**config.mk**
```make
export PLATFORM = sky130hd
export DESIGN_NAME = nfs4_acl_xdr_parser
export DESIGN_NICKNAME = d
export VERILOG_FILES = /design/src/hdl/nfs4a_pkg.sv /design/src/hdl/nfs4_acl_xdr_parser.sv /design/src/hdl/nfs4a_front.sv /design/src/hdl/nfs4a_queue.sv /design/src/hdl/nfs4a_back.sv
export SDC_FILE = /design/constraint.sdc
export NUM_CORES = 1
export LEC_CHECK = 0
export BUFFER_PORTS_ARGS = -buffer_cell sky130_fd_sc_hd__buf_2
export CORE_MARGIN = 1.5
export CORE_UTILIZATION = 56
export DETAILED_ROUTE_END_ITERATION = 8
export PLACE_DENSITY_LB_ADDON = 0.15
export SYNTH_ARGS = -nofsm -noshare
export SYNTH_HDL_FRONTEND = slang
export SYNTH_HIERARCHICAL = 1
export SYNTH_SLANG_ARGS = --single-unit
```
**constraint.sdc**
```tcl
create_clock -name clk -period 6.52 [get_ports clk]
set_input_delay 1.304 -clock clk [delete_from_list [all_inputs] [get_ports clk]]
set_output_delay 1.304 -clock clk [all_outputs]
set_load 0.02 [all_outputs]
```
**src/hdl/nfs4a_pkg.sv**
```systemverilog
// Shared types and constants for the NFS4 ACL XDR parser.
package nfs4a_pkg;

	typedef enum logic [1:0] {
		KIND_HEADER = 2'd0,
		KIND_NAME   = 2'd1,
		KIND_STATUS = 2'd2
	} kind_t;

	typedef enum logic [1:0] {
		ST_OK        = 2'd0,
		ST_MALFORMED = 2'd1,
		ST_OVERFLOW  = 2'd2
	} status_t;

	localparam int unsigned QDEPTH = 4;
	localparam int unsigned QPTR_W = 2;

	// one output beat
	typedef struct packed {
		kind_t       kind;
		logic [9:0]  index;
		logic [31:0] etype;
		logic [31:0] eflags;
		logic [31:0] emask;
		logic [10:0] who_len;
		logic [7:0]  who_byte;
		status_t     status;
		logic [10:0] total;
		logic        last;
	} beat_t;

	// everything one accepted item produces: an optional header or name beat,
	// then an optional status beat
	typedef struct packed {
		logic        has_pri;
		beat_t       pri;
		logic        has_st;
		status_t     st_status;
		logic [10:0] st_total;
	} bundle_t;

	typedef struct packed {
		logic    push;
		bundle_t data;
	} q_wr_t;

	typedef struct packed {
		logic    valid;
		bundle_t data;
	} q_rd_t;

endpackage

```
**src/hdl/nfs4_acl_xdr_parser.sv**
```systemverilog
// NFS4 ACL XDR byte-stream parser, top level.
//
//  channel | dir | handshake             | beat
//  in      | in  | in_valid / in_stall   | data_byte, byte_present, end_of_buffer
//  out     | out | out_valid / out_stall | result_kind .. last_result
//  cfg     | in  | cfg_valid / cfg_ready | cfg_index, cfg_data
//
// One input beat per cycle unless in_stall is high; the parse state machine acts on
// each accepted byte. An item yields at most two result beats; the output stage
// sends one beat per cycle unless out_stall holds it. A four-entry queue parts the
// parser from the output register, so input stalls only when that queue is full.
// Reset clears parse state and loads the limits from the parameters; no clearing pass.
module nfs4_acl_xdr_parser #(
	parameter int unsigned BUFFER_BYTE_LIMIT = 65536,
	parameter int unsigned ENTRY_LIMIT       = 1024,
	parameter int unsigned NAME_LIMIT        = 1024
) (
	input  logic        clk,
	input  logic        arst_n,
	input  logic        in_valid,
	output logic        in_stall,
	input  logic [7:0]  data_byte,
	input  logic        byte_present,
	input  logic        end_of_buffer,
	output logic        out_valid,
	input  logic        out_stall,
	output logic [1:0]  result_kind,
	output logic [9:0]  entry_index,
	output logic [31:0] entry_type,
	output logic [31:0] entry_flags,
	output logic [31:0] entry_mask,
	output logic [10:0] who_length,
	output logic [7:0]  who_byte,
	output logic [1:0]  status,
	output logic [10:0] entry_total,
	output logic        last_result,
	input  logic        cfg_valid,
	output logic        cfg_ready,
	input  logic [1:0]  cfg_index,
	input  logic [16:0] cfg_data
);
	import nfs4a_pkg::*;

	q_wr_t q_wr;
	q_rd_t q_rd;
	logic  q_full;
	logic  q_pop;
	beat_t beat;

	nfs4a_front #(
		.BUFFER_BYTE_LIMIT(BUFFER_BYTE_LIMIT),
		.ENTRY_LIMIT      (ENTRY_LIMIT),
		.NAME_LIMIT       (NAME_LIMIT)
	) u_front (
		.clk          (clk),
		.arst_n       (arst_n),
		.in_valid     (in_valid),
		.queue_full   (q_full),
		.data_byte    (data_byte),
		.byte_present (byte_present),
		.end_of_buffer(end_of_buffer),
		.cfg_valid    (cfg_valid),
		.cfg_ready    (cfg_ready),
		.cfg_index    (cfg_index),
		.cfg_data     (cfg_data),
		.q_wr         (q_wr)
	);

	nfs4a_queue u_queue (
		.clk   (clk),
		.arst_n(arst_n),
		.q_wr  (q_wr),
		.full  (q_full),
		.q_rd  (q_rd),
		.pop   (q_pop)
	);

	nfs4a_back u_back (
		.clk      (clk),
		.arst_n   (arst_n),
		.q_rd     (q_rd),
		.pop      (q_pop),
		.out_valid(out_valid),
		.out_stall(out_stall),
		.beat     (beat)
	);

	assign in_stall    = q_full;
	assign result_kind = beat.kind;
	assign entry_index = beat.index;
	assign entry_type  = beat.etype;
	assign entry_flags = beat.eflags;
	assign entry_mask  = beat.emask;
	assign who_length  = beat.who_len;
	assign who_byte    = beat.who_byte;
	assign status      = beat.status;
	assign entry_total = beat.total;
	assign last_result = beat.last;

endmodule

```
**src/hdl/nfs4a_front.sv**
```systemverilog
// Front end: config registers, byte acceptance and XDR parse state machine.
module nfs4a_front #(
	parameter int unsigned BUFFER_BYTE_LIMIT = 65536,
	parameter int unsigned ENTRY_LIMIT       = 1024,
	parameter int unsigned NAME_LIMIT        = 1024
) (
	input  logic                 clk,
	input  logic                 arst_n,
	input  logic                 in_valid,
	input  logic                 queue_full,
	input  logic [7:0]           data_byte,
	input  logic                 byte_present,
	input  logic                 end_of_buffer,
	input  logic                 cfg_valid,
	output logic                 cfg_ready,
	input  logic [1:0]           cfg_index,
	input  logic [16:0]          cfg_data,
	output nfs4a_pkg::q_wr_t     q_wr
);
	import nfs4a_pkg::*;

	localparam logic [1:0] CFG_MAX_BUF   = 2'd0;
	localparam logic [1:0] CFG_MAX_ENTRY = 2'd1;
	localparam logic [1:0] CFG_MAX_WHO   = 2'd2;

	localparam logic [16:0] RST_MAX_BUF =
		(BUFFER_BYTE_LIMIT > 131071) ? 17'h1FFFF : 17'(BUFFER_BYTE_LIMIT);
	localparam logic [10:0] RST_MAX_ENTRY =
		(ENTRY_LIMIT > 2047) ? 11'h7FF : 11'(ENTRY_LIMIT);
	localparam logic [10:0] RST_MAX_WHO =
		(NAME_LIMIT > 2047) ? 11'h7FF : 11'(NAME_LIMIT);

	localparam logic [17:0] BYTE_CAP = 18'h20000;

	typedef enum logic [2:0] {
		PH_COUNT,
		PH_HEADER,
		PH_NAME,
		PH_PAD,
		PH_DONE,
		PH_STOP
	} phase_t;

	logic [16:0] max_buf_q;
	logic [10:0] max_entry_q;
	logic [10:0] max_who_q;

	phase_t      phase_q, phase_d;
	logic [17:0] byte_total_q, byte_total_d;
	logic [23:0] word_q, word_d;
	logic [1:0]  byte_pos_q, byte_pos_d;
	logic [1:0]  hdr_pos_q, hdr_pos_d;
	logic [10:0] expected_q, expected_d;
	logic [10:0] done_q, done_d;
	logic [31:0] type_q, type_d;
	logic [31:0] flags_q, flags_d;
	logic [31:0] mask_q, mask_d;
	logic [10:0] name_left_q, name_left_d;
	logic [1:0]  pad_q, pad_d;
	status_t     err_q, err_d;
	logic        known_q, known_d;

	logic        accept;
	logic        fin;
	logic [31:0] word_full;
	logic [10:0] done_inc;
	bundle_t     bun;

	assign cfg_ready = 1'b1;
	assign accept    = in_valid && !queue_full;
	assign word_full = {word_q, data_byte};
	assign done_inc  = 11'(done_q + 11'd1);

	always_ff @(posedge clk or negedge arst_n) begin
		if (!arst_n) begin
			max_buf_q   <= RST_MAX_BUF;
			max_entry_q <= RST_MAX_ENTRY;
			max_who_q   <= RST_MAX_WHO;
		end else if (cfg_valid) begin
			unique case (cfg_index)
				CFG_MAX_BUF:   max_buf_q   <= cfg_data;
				CFG_MAX_ENTRY: max_entry_q <= cfg_data[10:0];
				CFG_MAX_WHO:   max_who_q   <= cfg_data[10:0];
				default: ;
			endcase
		end
	end

	always_comb begin
		phase_d      = phase_q;
		byte_total_d = byte_total_q;
		word_d       = word_q;
		byte_pos_d   = byte_pos_q;
		hdr_pos_d    = hdr_pos_q;
		expected_d   = expected_q;
		done_d       = done_q;
		type_d       = type_q;
		flags_d      = flags_q;
		mask_d       = mask_q;
		name_left_d  = name_left_q;
		pad_d        = pad_q;
		err_d        = err_q;
		known_d      = known_q;
		fin          = 1'b0;
		bun          = '0;

		if (accept && byte_present) begin
			if (byte_total_q != BYTE_CAP)
				byte_total_d = 18'(byte_total_q + 18'd1);
			unique case (phase_q)
				PH_COUNT: begin
					word_d     = word_full[23:0];
					byte_pos_d = 2'(byte_pos_q + 2'd1);
					if (byte_pos_q == 2'd3) begin
						if (word_full > {21'd0, max_entry_q}) begin
							err_d   = ST_OVERFLOW;
							phase_d = PH_STOP;
						end else begin
							expected_d = word_full[10:0];
							done_d     = '0;
							known_d    = 1'b1;
							phase_d    = (word_full == 32'd0) ? PH_DONE : PH_HEADER;
						end
					end
				end
				PH_HEADER: begin
					word_d     = word_full[23:0];
					byte_pos_d = 2'(byte_pos_q + 2'd1);
					if (byte_pos_q == 2'd3) begin
						hdr_pos_d = 2'(hdr_pos_q + 2'd1);
						case (hdr_pos_q)
							2'd0: type_d  = word_full;
							2'd1: flags_d = word_full;
							2'd2: mask_d  = word_full;
							default: begin
								if (word_full > {21'd0, max_who_q}) begin
									err_d   = ST_OVERFLOW;
									phase_d = PH_STOP;
								end else begin
									name_left_d      = word_full[10:0];
									pad_d            = 2'(2'd0 - word_full[1:0]);
									bun.has_pri      = 1'b1;
									bun.pri.kind     = KIND_HEADER;
									bun.pri.index    = done_q[9:0];
									bun.pri.etype    = type_q;
									bun.pri.eflags   = flags_q;
									bun.pri.emask    = mask_q;
									bun.pri.who_len  = word_full[10:0];
									if (word_full != 32'd0)
										phase_d = PH_NAME;
									else if (pad_d != 2'd0)
										phase_d = PH_PAD;
									else
										fin = 1'b1;
								end
							end
						endcase
					end
				end
				PH_NAME: begin
					bun.has_pri      = 1'b1;
					bun.pri.kind     = KIND_NAME;
					bun.pri.index    = done_q[9:0];
					bun.pri.who_byte = data_byte;
					name_left_d      = 11'(name_left_q - 11'd1);
					if (name_left_q == 11'd1) begin
						if (pad_q != 2'd0)
							phase_d = PH_PAD;
						else
							fin = 1'b1;
					end
				end
				PH_PAD: begin
					pad_d = 2'(pad_q - 2'd1);
					if (pad_q == 2'd1)
						fin = 1'b1;
				end
				default: ;
			endcase

			if (fin) begin
				if (type_q > 32'd3) begin
					err_d   = ST_MALFORMED;
					phase_d = PH_STOP;
				end else begin
					done_d  = done_inc;
					phase_d = (done_inc == expected_q) ? PH_DONE : PH_HEADER;
				end
			end
		end

		if (accept && end_of_buffer) begin
			bun.has_st = 1'b1;
			if (byte_total_d < 18'd4)
				bun.st_status = ST_MALFORMED;
			else if (byte_total_d > {1'b0, max_buf_q})
				bun.st_status = ST_OVERFLOW;
			else if (err_d != ST_OK)
				bun.st_status = err_d;
			else if (phase_d != PH_DONE)
				bun.st_status = ST_MALFORMED;
			else
				bun.st_status = ST_OK;
			bun.st_total = known_d ? expected_d : 11'd0;

			phase_d      = PH_COUNT;
			byte_total_d = '0;
			word_d       = '0;
			byte_pos_d   = '0;
			hdr_pos_d    = '0;
			expected_d   = '0;
			done_d       = '0;
			type_d       = '0;
			flags_d      = '0;
			mask_d       = '0;
			name_left_d  = '0;
			pad_d        = '0;
			err_d        = ST_OK;
			known_d      = 1'b0;
		end
	end

	assign q_wr.push = accept && (bun.has_pri || bun.has_st);
	assign q_wr.data = bun;

	always_ff @(posedge clk or negedge arst_n) begin
		if (!arst_n) begin
			phase_q      <= PH_COUNT;
			byte_total_q <= '0;
			word_q       <= '0;
			byte_pos_q   <= '0;
			hdr_pos_q    <= '0;
			expected_q   <= '0;
			done_q       <= '0;
			type_q       <= '0;
			flags_q      <= '0;
			mask_q       <= '0;
			name_left_q  <= '0;
			pad_q        <= '0;
			err_q        <= ST_OK;
			known_q      <= 1'b0;
		end else if (accept) begin
			phase_q      <= phase_d;
			byte_total_q <= byte_total_d;
			word_q       <= word_d;
			byte_pos_q   <= byte_pos_d;
			hdr_pos_q    <= hdr_pos_d;
			expected_q   <= expected_d;
			done_q       <= done_d;
			type_q       <= type_d;
			flags_q      <= flags_d;
			mask_q       <= mask_d;
			name_left_q  <= name_left_d;
			pad_q        <= pad_d;
			err_q        <= err_d;
			known_q      <= known_d;
		end
	end

endmodule

```
**src/hdl/nfs4a_queue.sv**
```systemverilog
// Short FIFO of parsed item bundles between front end and output stage.
module nfs4a_queue (
	input  logic              clk,
	input  logic              arst_n,
	input  nfs4a_pkg::q_wr_t  q_wr,
	output logic              full,
	output nfs4a_pkg::q_rd_t  q_rd,
	input  logic              pop
);
	import nfs4a_pkg::*;

	bundle_t             mem_q [QDEPTH];
	logic [QPTR_W-1:0]   wr_ptr_q;
	logic [QPTR_W-1:0]   rd_ptr_q;
	logic [QPTR_W:0]     count_q;
	logic                do_push;
	logic                do_pop;

	assign full       = (count_q == (QPTR_W+1)'(QDEPTH));
	assign q_rd.valid = (count_q != '0);
	assign q_rd.data  = mem_q[rd_ptr_q];
	assign do_push    = q_wr.push && !full;
	assign do_pop     = pop && q_rd.valid;

	always_ff @(posedge clk) begin
		if (do_push)
			mem_q[wr_ptr_q] <= q_wr.data;
	end

	always_ff @(posedge clk or negedge arst_n) begin
		if (!arst_n) begin
			wr_ptr_q <= '0;
			rd_ptr_q <= '0;
			count_q  <= '0;
		end else begin
			if (do_push)
				wr_ptr_q <= QPTR_W'(wr_ptr_q + 1'b1);
			if (do_pop)
				rd_ptr_q <= QPTR_W'(rd_ptr_q + 1'b1);
			if (do_push && !do_pop)
				count_q <= (QPTR_W+1)'(count_q + 1'b1);
			else if (do_pop && !do_push)
				count_q <= (QPTR_W+1)'(count_q - 1'b1);
		end
	end

endmodule

```
**src/hdl/nfs4a_back.sv**
```systemverilog
// Output stage: splits each bundle into beats and holds them in the output register.
module nfs4a_back (
	input  logic              clk,
	input  logic              arst_n,
	input  nfs4a_pkg::q_rd_t  q_rd,
	output logic              pop,
	output logic              out_valid,
	input  logic              out_stall,
	output nfs4a_pkg::beat_t  beat
);
	import nfs4a_pkg::*;

	logic  out_valid_q;
	logic  pri_sent_q;
	beat_t beat_q;
	beat_t next_beat;
	logic  last_part;
	logic  load;

	always_comb begin
		next_beat = '0;
		if (q_rd.data.has_pri && !pri_sent_q) begin
			next_beat = q_rd.data.pri;
			last_part = !q_rd.data.has_st;
		end else begin
			next_beat.kind   = KIND_STATUS;
			next_beat.status = q_rd.data.st_status;
			next_beat.total  = q_rd.data.st_total;
			next_beat.last   = 1'b1;
			last_part        = 1'b1;
		end
	end

	assign load = q_rd.valid && (!out_valid_q || !out_stall);
	assign pop  = load && last_part;

	always_ff @(posedge clk or negedge arst_n) begin
		if (!arst_n) begin
			out_valid_q <= 1'b0;
			pri_sent_q  <= 1'b0;
		end else begin
			if (load)
				out_valid_q <= 1'b1;
			else if (!out_stall)
				out_valid_q <= 1'b0;
			if (load)
				pri_sent_q <= !last_part;
		end
	end

	always_ff @(posedge clk) begin
		if (load)
			beat_q <= next_beat;
	end

	assign out_valid = out_valid_q;
	assign beat      = beat_q;

endmodule

```
==> flow_metrics.py <==
metrics = {
    "cts": {
        "clockBufferDepth": 3,
        "root_buffer": "clkbuf_16",
        "ctsHoldBuffers": 0,
        "path_clk_slew_ns": 0.06,
        "cts-resized-gates": 0,
        "cts_tree": "built",
        "numCtsBuffers": 99,
        "clk_latency_ns": 0.66,
        "post_cts_buffers": 0,
        "cts_sinks": 996,
        "htreeDepth": 3,
    },
    "hold_path": {
        "hp-class": "register to register",
        "worstHoldStart": "u_front/mask_q[13]",
        "whs_endpoint": "u_front/mask_q[13]",
        "whs_path_depth": 2,
    },
    "placement": {
        "dp_hpwl_mm": 54.1,
        "dp_slack_ns": 1.06,
        "dpl_cell_area_mm2": 0.0424,
        "portBuffers": 176,
        "routabilityCongestion": 0.901,
    },
    "worst_setup_path": {
        "cp.arrival_ns": 5.13,
        "r2r_slack_ns": 1.94,
        "reg2regPathDepth": 15,
        "worst_setup_path_end_kind": "register",
        "critPathMaxFanout": 35,
        "required_ns": 6.83,
        "rr_startpoint": "u_queue/count_q[0]",
        "start_kind": "input port",
        "r2r_end": "u_queue/mem_q[2][11]",
        "worstSetupPathType": "input port to register",
    },
    "yosys": {
        "seq_area_frac_synth_pct": 70.7,
        "synth_warnings": 6,
        "yosysUniqueCellTypes": 73,
        "synth-edff-count": 765,
        "synthFlopType": "edfxtp_1",
        "async_reset_ff_share_pct": 23.2,
        "netlist_area_mm2": 0.0407,
        "syn_inst": 2561,
        "synth.avg_cell_area_um2": 15.9,
        "ys_ff_latch": 996,
    },
    "global_routing": {
        "grt_pass1_wl_mm": 135,
        "grt_overflow": 0,
        "grt_usage_pct": 24.1,
        "grt_start_max_net_pins": 135,
        "grt_pass1_vias": 22501,
        "antenna_found_initial": 3,
    },
    "cells_and_area": {
        "drive_above_1_share_pct": 21.3,
        "post-route-cell-area_mm2": 0.0458,
        "register_area_mm2": 0.0288,
        "area_growth_pct": 12.7,
        "nFillCells": 5146,
        "fin_nets": 2827,
        "layout_commonest_cell": "edfxtp_1",
        "multiInputGateArea_mm2": 0.0110,
        "fin_util_pct": 63.9,
        "layout_common_cells": "765 x edfxtp_1, 254 x and2_1, 251 x nand2_1, 226 x dfrtp_1, 175 x buf_2",
    },
    "floorplanning": {
        "die_area_mm2": 0.0742,
        "rows": 98,
        "start_util_pct": 56.7,
        "die_w_um": 272,
        "die_h_um": 272,
        "core_mm2": 0.0717,
        "io_pins": 178,
    },
    "drt": {
        "ant_nets": 0,
        "routedWlPerCell_um": 23.2,
        "firstDrtPassIters": 6,
        "routed_via_density": 5.79,
        "drc": 0,
        "routed_wl_mm": 87.5,
        "first_iter_violations": 1705,
        "vias": 21844,
    },
    "timing": {
        "rsz0062_at_grt": "false",
        "relSlewSlack_pct": 26.4,
        "finalSetupViolCount": 0,
        "setup_ws_ns": 1.70,
        "worst_pin_slew_ns": 1.10,
        "fin_worst_skew_ns": 0.0264,
        "setup_tns_ns": 0,
        "slew_viol_final": 0,
        "fmax_mhz": 208,
        "finalHoldViolations": 0,
        "finalCritPeriodShare_pct": 73.9,
        "min_period_ns": 4.82,
        "holdWs_ns": 0.471,
    },
    "power_and_ir_drop": {
        "powerDensity_mw_per_mm2": 424,
        "power_leakage_nw": 17.0,
        "ir_drop_mv": 0.425,
    },
    "run": {
        "drv_cap": 0,
    },
    "outcome": {
        "status": "finished clean",
    },
}
synthesized netlist by cell type (3+ instances only):
master	instances	area [µm²]
nor3_1	29	145
buf_6	17	191
a22o_1	19	166
and3_1	9	56.3
xnor2_1	39	342
mux2i_1	12	120
xor2_1	12	105
buf_4	20	150
nand3_1	24	120
nor3b_1	3	22.5
inv_1	60	225
a31oi_1	11	68.8
mux2_2	37	417
nand2_1	252	946
nand4_1	17	106
or4_1	3	22.5
o21ai_0	138	691
or3_1	7	43.8
clkbuf_1	73	274
a211oi_1	3	22.5
dfstp_2	3	78.8
nor4_1	18	113
ha_1	57	713
nand3b_1	4	30.0
and2_1	258	1610
o31ai_1	6	45.0
buf_2	30	150
o22ai_1	7	43.8
nand2b_1	5	31.3
o21ai_1	18	90.1
o211ai_1	4	30.0
nor2b_1	7	43.8
o221a_2	5	56.3
a22oi_1	15	113
edfxtp_1	765	23000
mux4_2	156	3510
nor2_1	68	255
and4_1	4	35.0
dfrtp_1	228	5710
a21oi_1	60	300
o21a_1	5	37.5
clkbuf_2	9	45.0
a21o_1	6	45.0
worst max-delay path: stages:
cell	delay, ns
buf_2	0.27
ha_1	0.32
a21oi_1	0.15
nand2_1	0.07
a2111o_1	0.44
o22ai_4	0.31
and3_2	0.27
nor2_2	0.11
nand2_1	0.09
nor2b_1	0.64
and2_4	0.65
buf_4	0.44
routing by layer:
layer,up-vias,global-route usage (%),wire length [µm]
met4,2,7.88,2220
met1,11188,31.9,35700
met5,-,0,13
met2,611,41.1,45000
met3,133,3.73,4530
li1,9910,-,-
cells by family (layout without fill, tap and decap cells):
group	Yosys count	count (layout)	share of synthesized area, %
compound gates	311	311	4.57
xor+xnor	51	51	1.10
fa+ha+maj	58	58	1.80
buf+inv	212	458	2.58
flops	996	996	70.7
mux	207	207	10.0
other cells	2	18	0.0185
simple gates	724	724	9.21
worst max path at each step:
stage / startpoint / end / slack, ns
2_1_floorplan: data_byte[6] / u_queue/mem_q[0][0] / 0.94
3_3_place_gp: data_byte[6] / u_queue/mem_q[0][109] / 1.10
3_5_place_dp: data_byte[6] / u_queue/mem_q[0][129] / 1.06
4_1_cts: data_byte[6] / u_queue/mem_q[0][131] / 1.74
5_1_grt: u_queue/count_q[0] / u_queue/mem_q[2][11] / 1.55
6_report: data_byte[6] / u_queue/mem_q[0][132] / 1.70
flip-flops by register name, summed over array words and instances, names as in the netlist, 11 cells and up:
register              flops
u_front/max_entry_q      11
u_queue/mem_q           624
u_front/max_who_q        11
u_front/done_q           11
u_front/mask_q           32
u_front/name_left_q      11
u_front/expected_q       11
u_front/word_q           24
u_back/beat             141
u_front/flags_q          32
u_front/max_buf_q        17
u_front/type_q           32
u_front/byte_total_q     18
stage by stage:
step           power, W  std cells
3_3_place_gp     0.0138       3584
4_1_cts          0.0197       3771
6_report         0.0194       3773
3_5_place_dp     0.0139       3584
5_1_grt          0.0203       3771
2_1_floorplan    0.0123       2575
final cells by class:
type,count,area share (%)
clock inverter,47,1.11
clock buffer,140,6.32
multi-input combinational,1367,24.0
antenna,2,0.0109
inverter,61,0.499
tap,950,2.59
timing repair buffer,210,2.77
sequential,996,62.7
where the power goes:
part / internal, W / leakage [nW] / switching, W / total [W]
logic: 0.00195 / 5.00 / 0.00288 / 0.00484
clock network: 0.00346 / 1.67 / 0.00236 / 0.00582
registers: 0.00820 / 10.4 / 0.000584 / 0.00879
total: 0.0136 / 17.0 / 0.00583 / 0.0194
No activity file was read; power rests on OpenSTA's default activity.
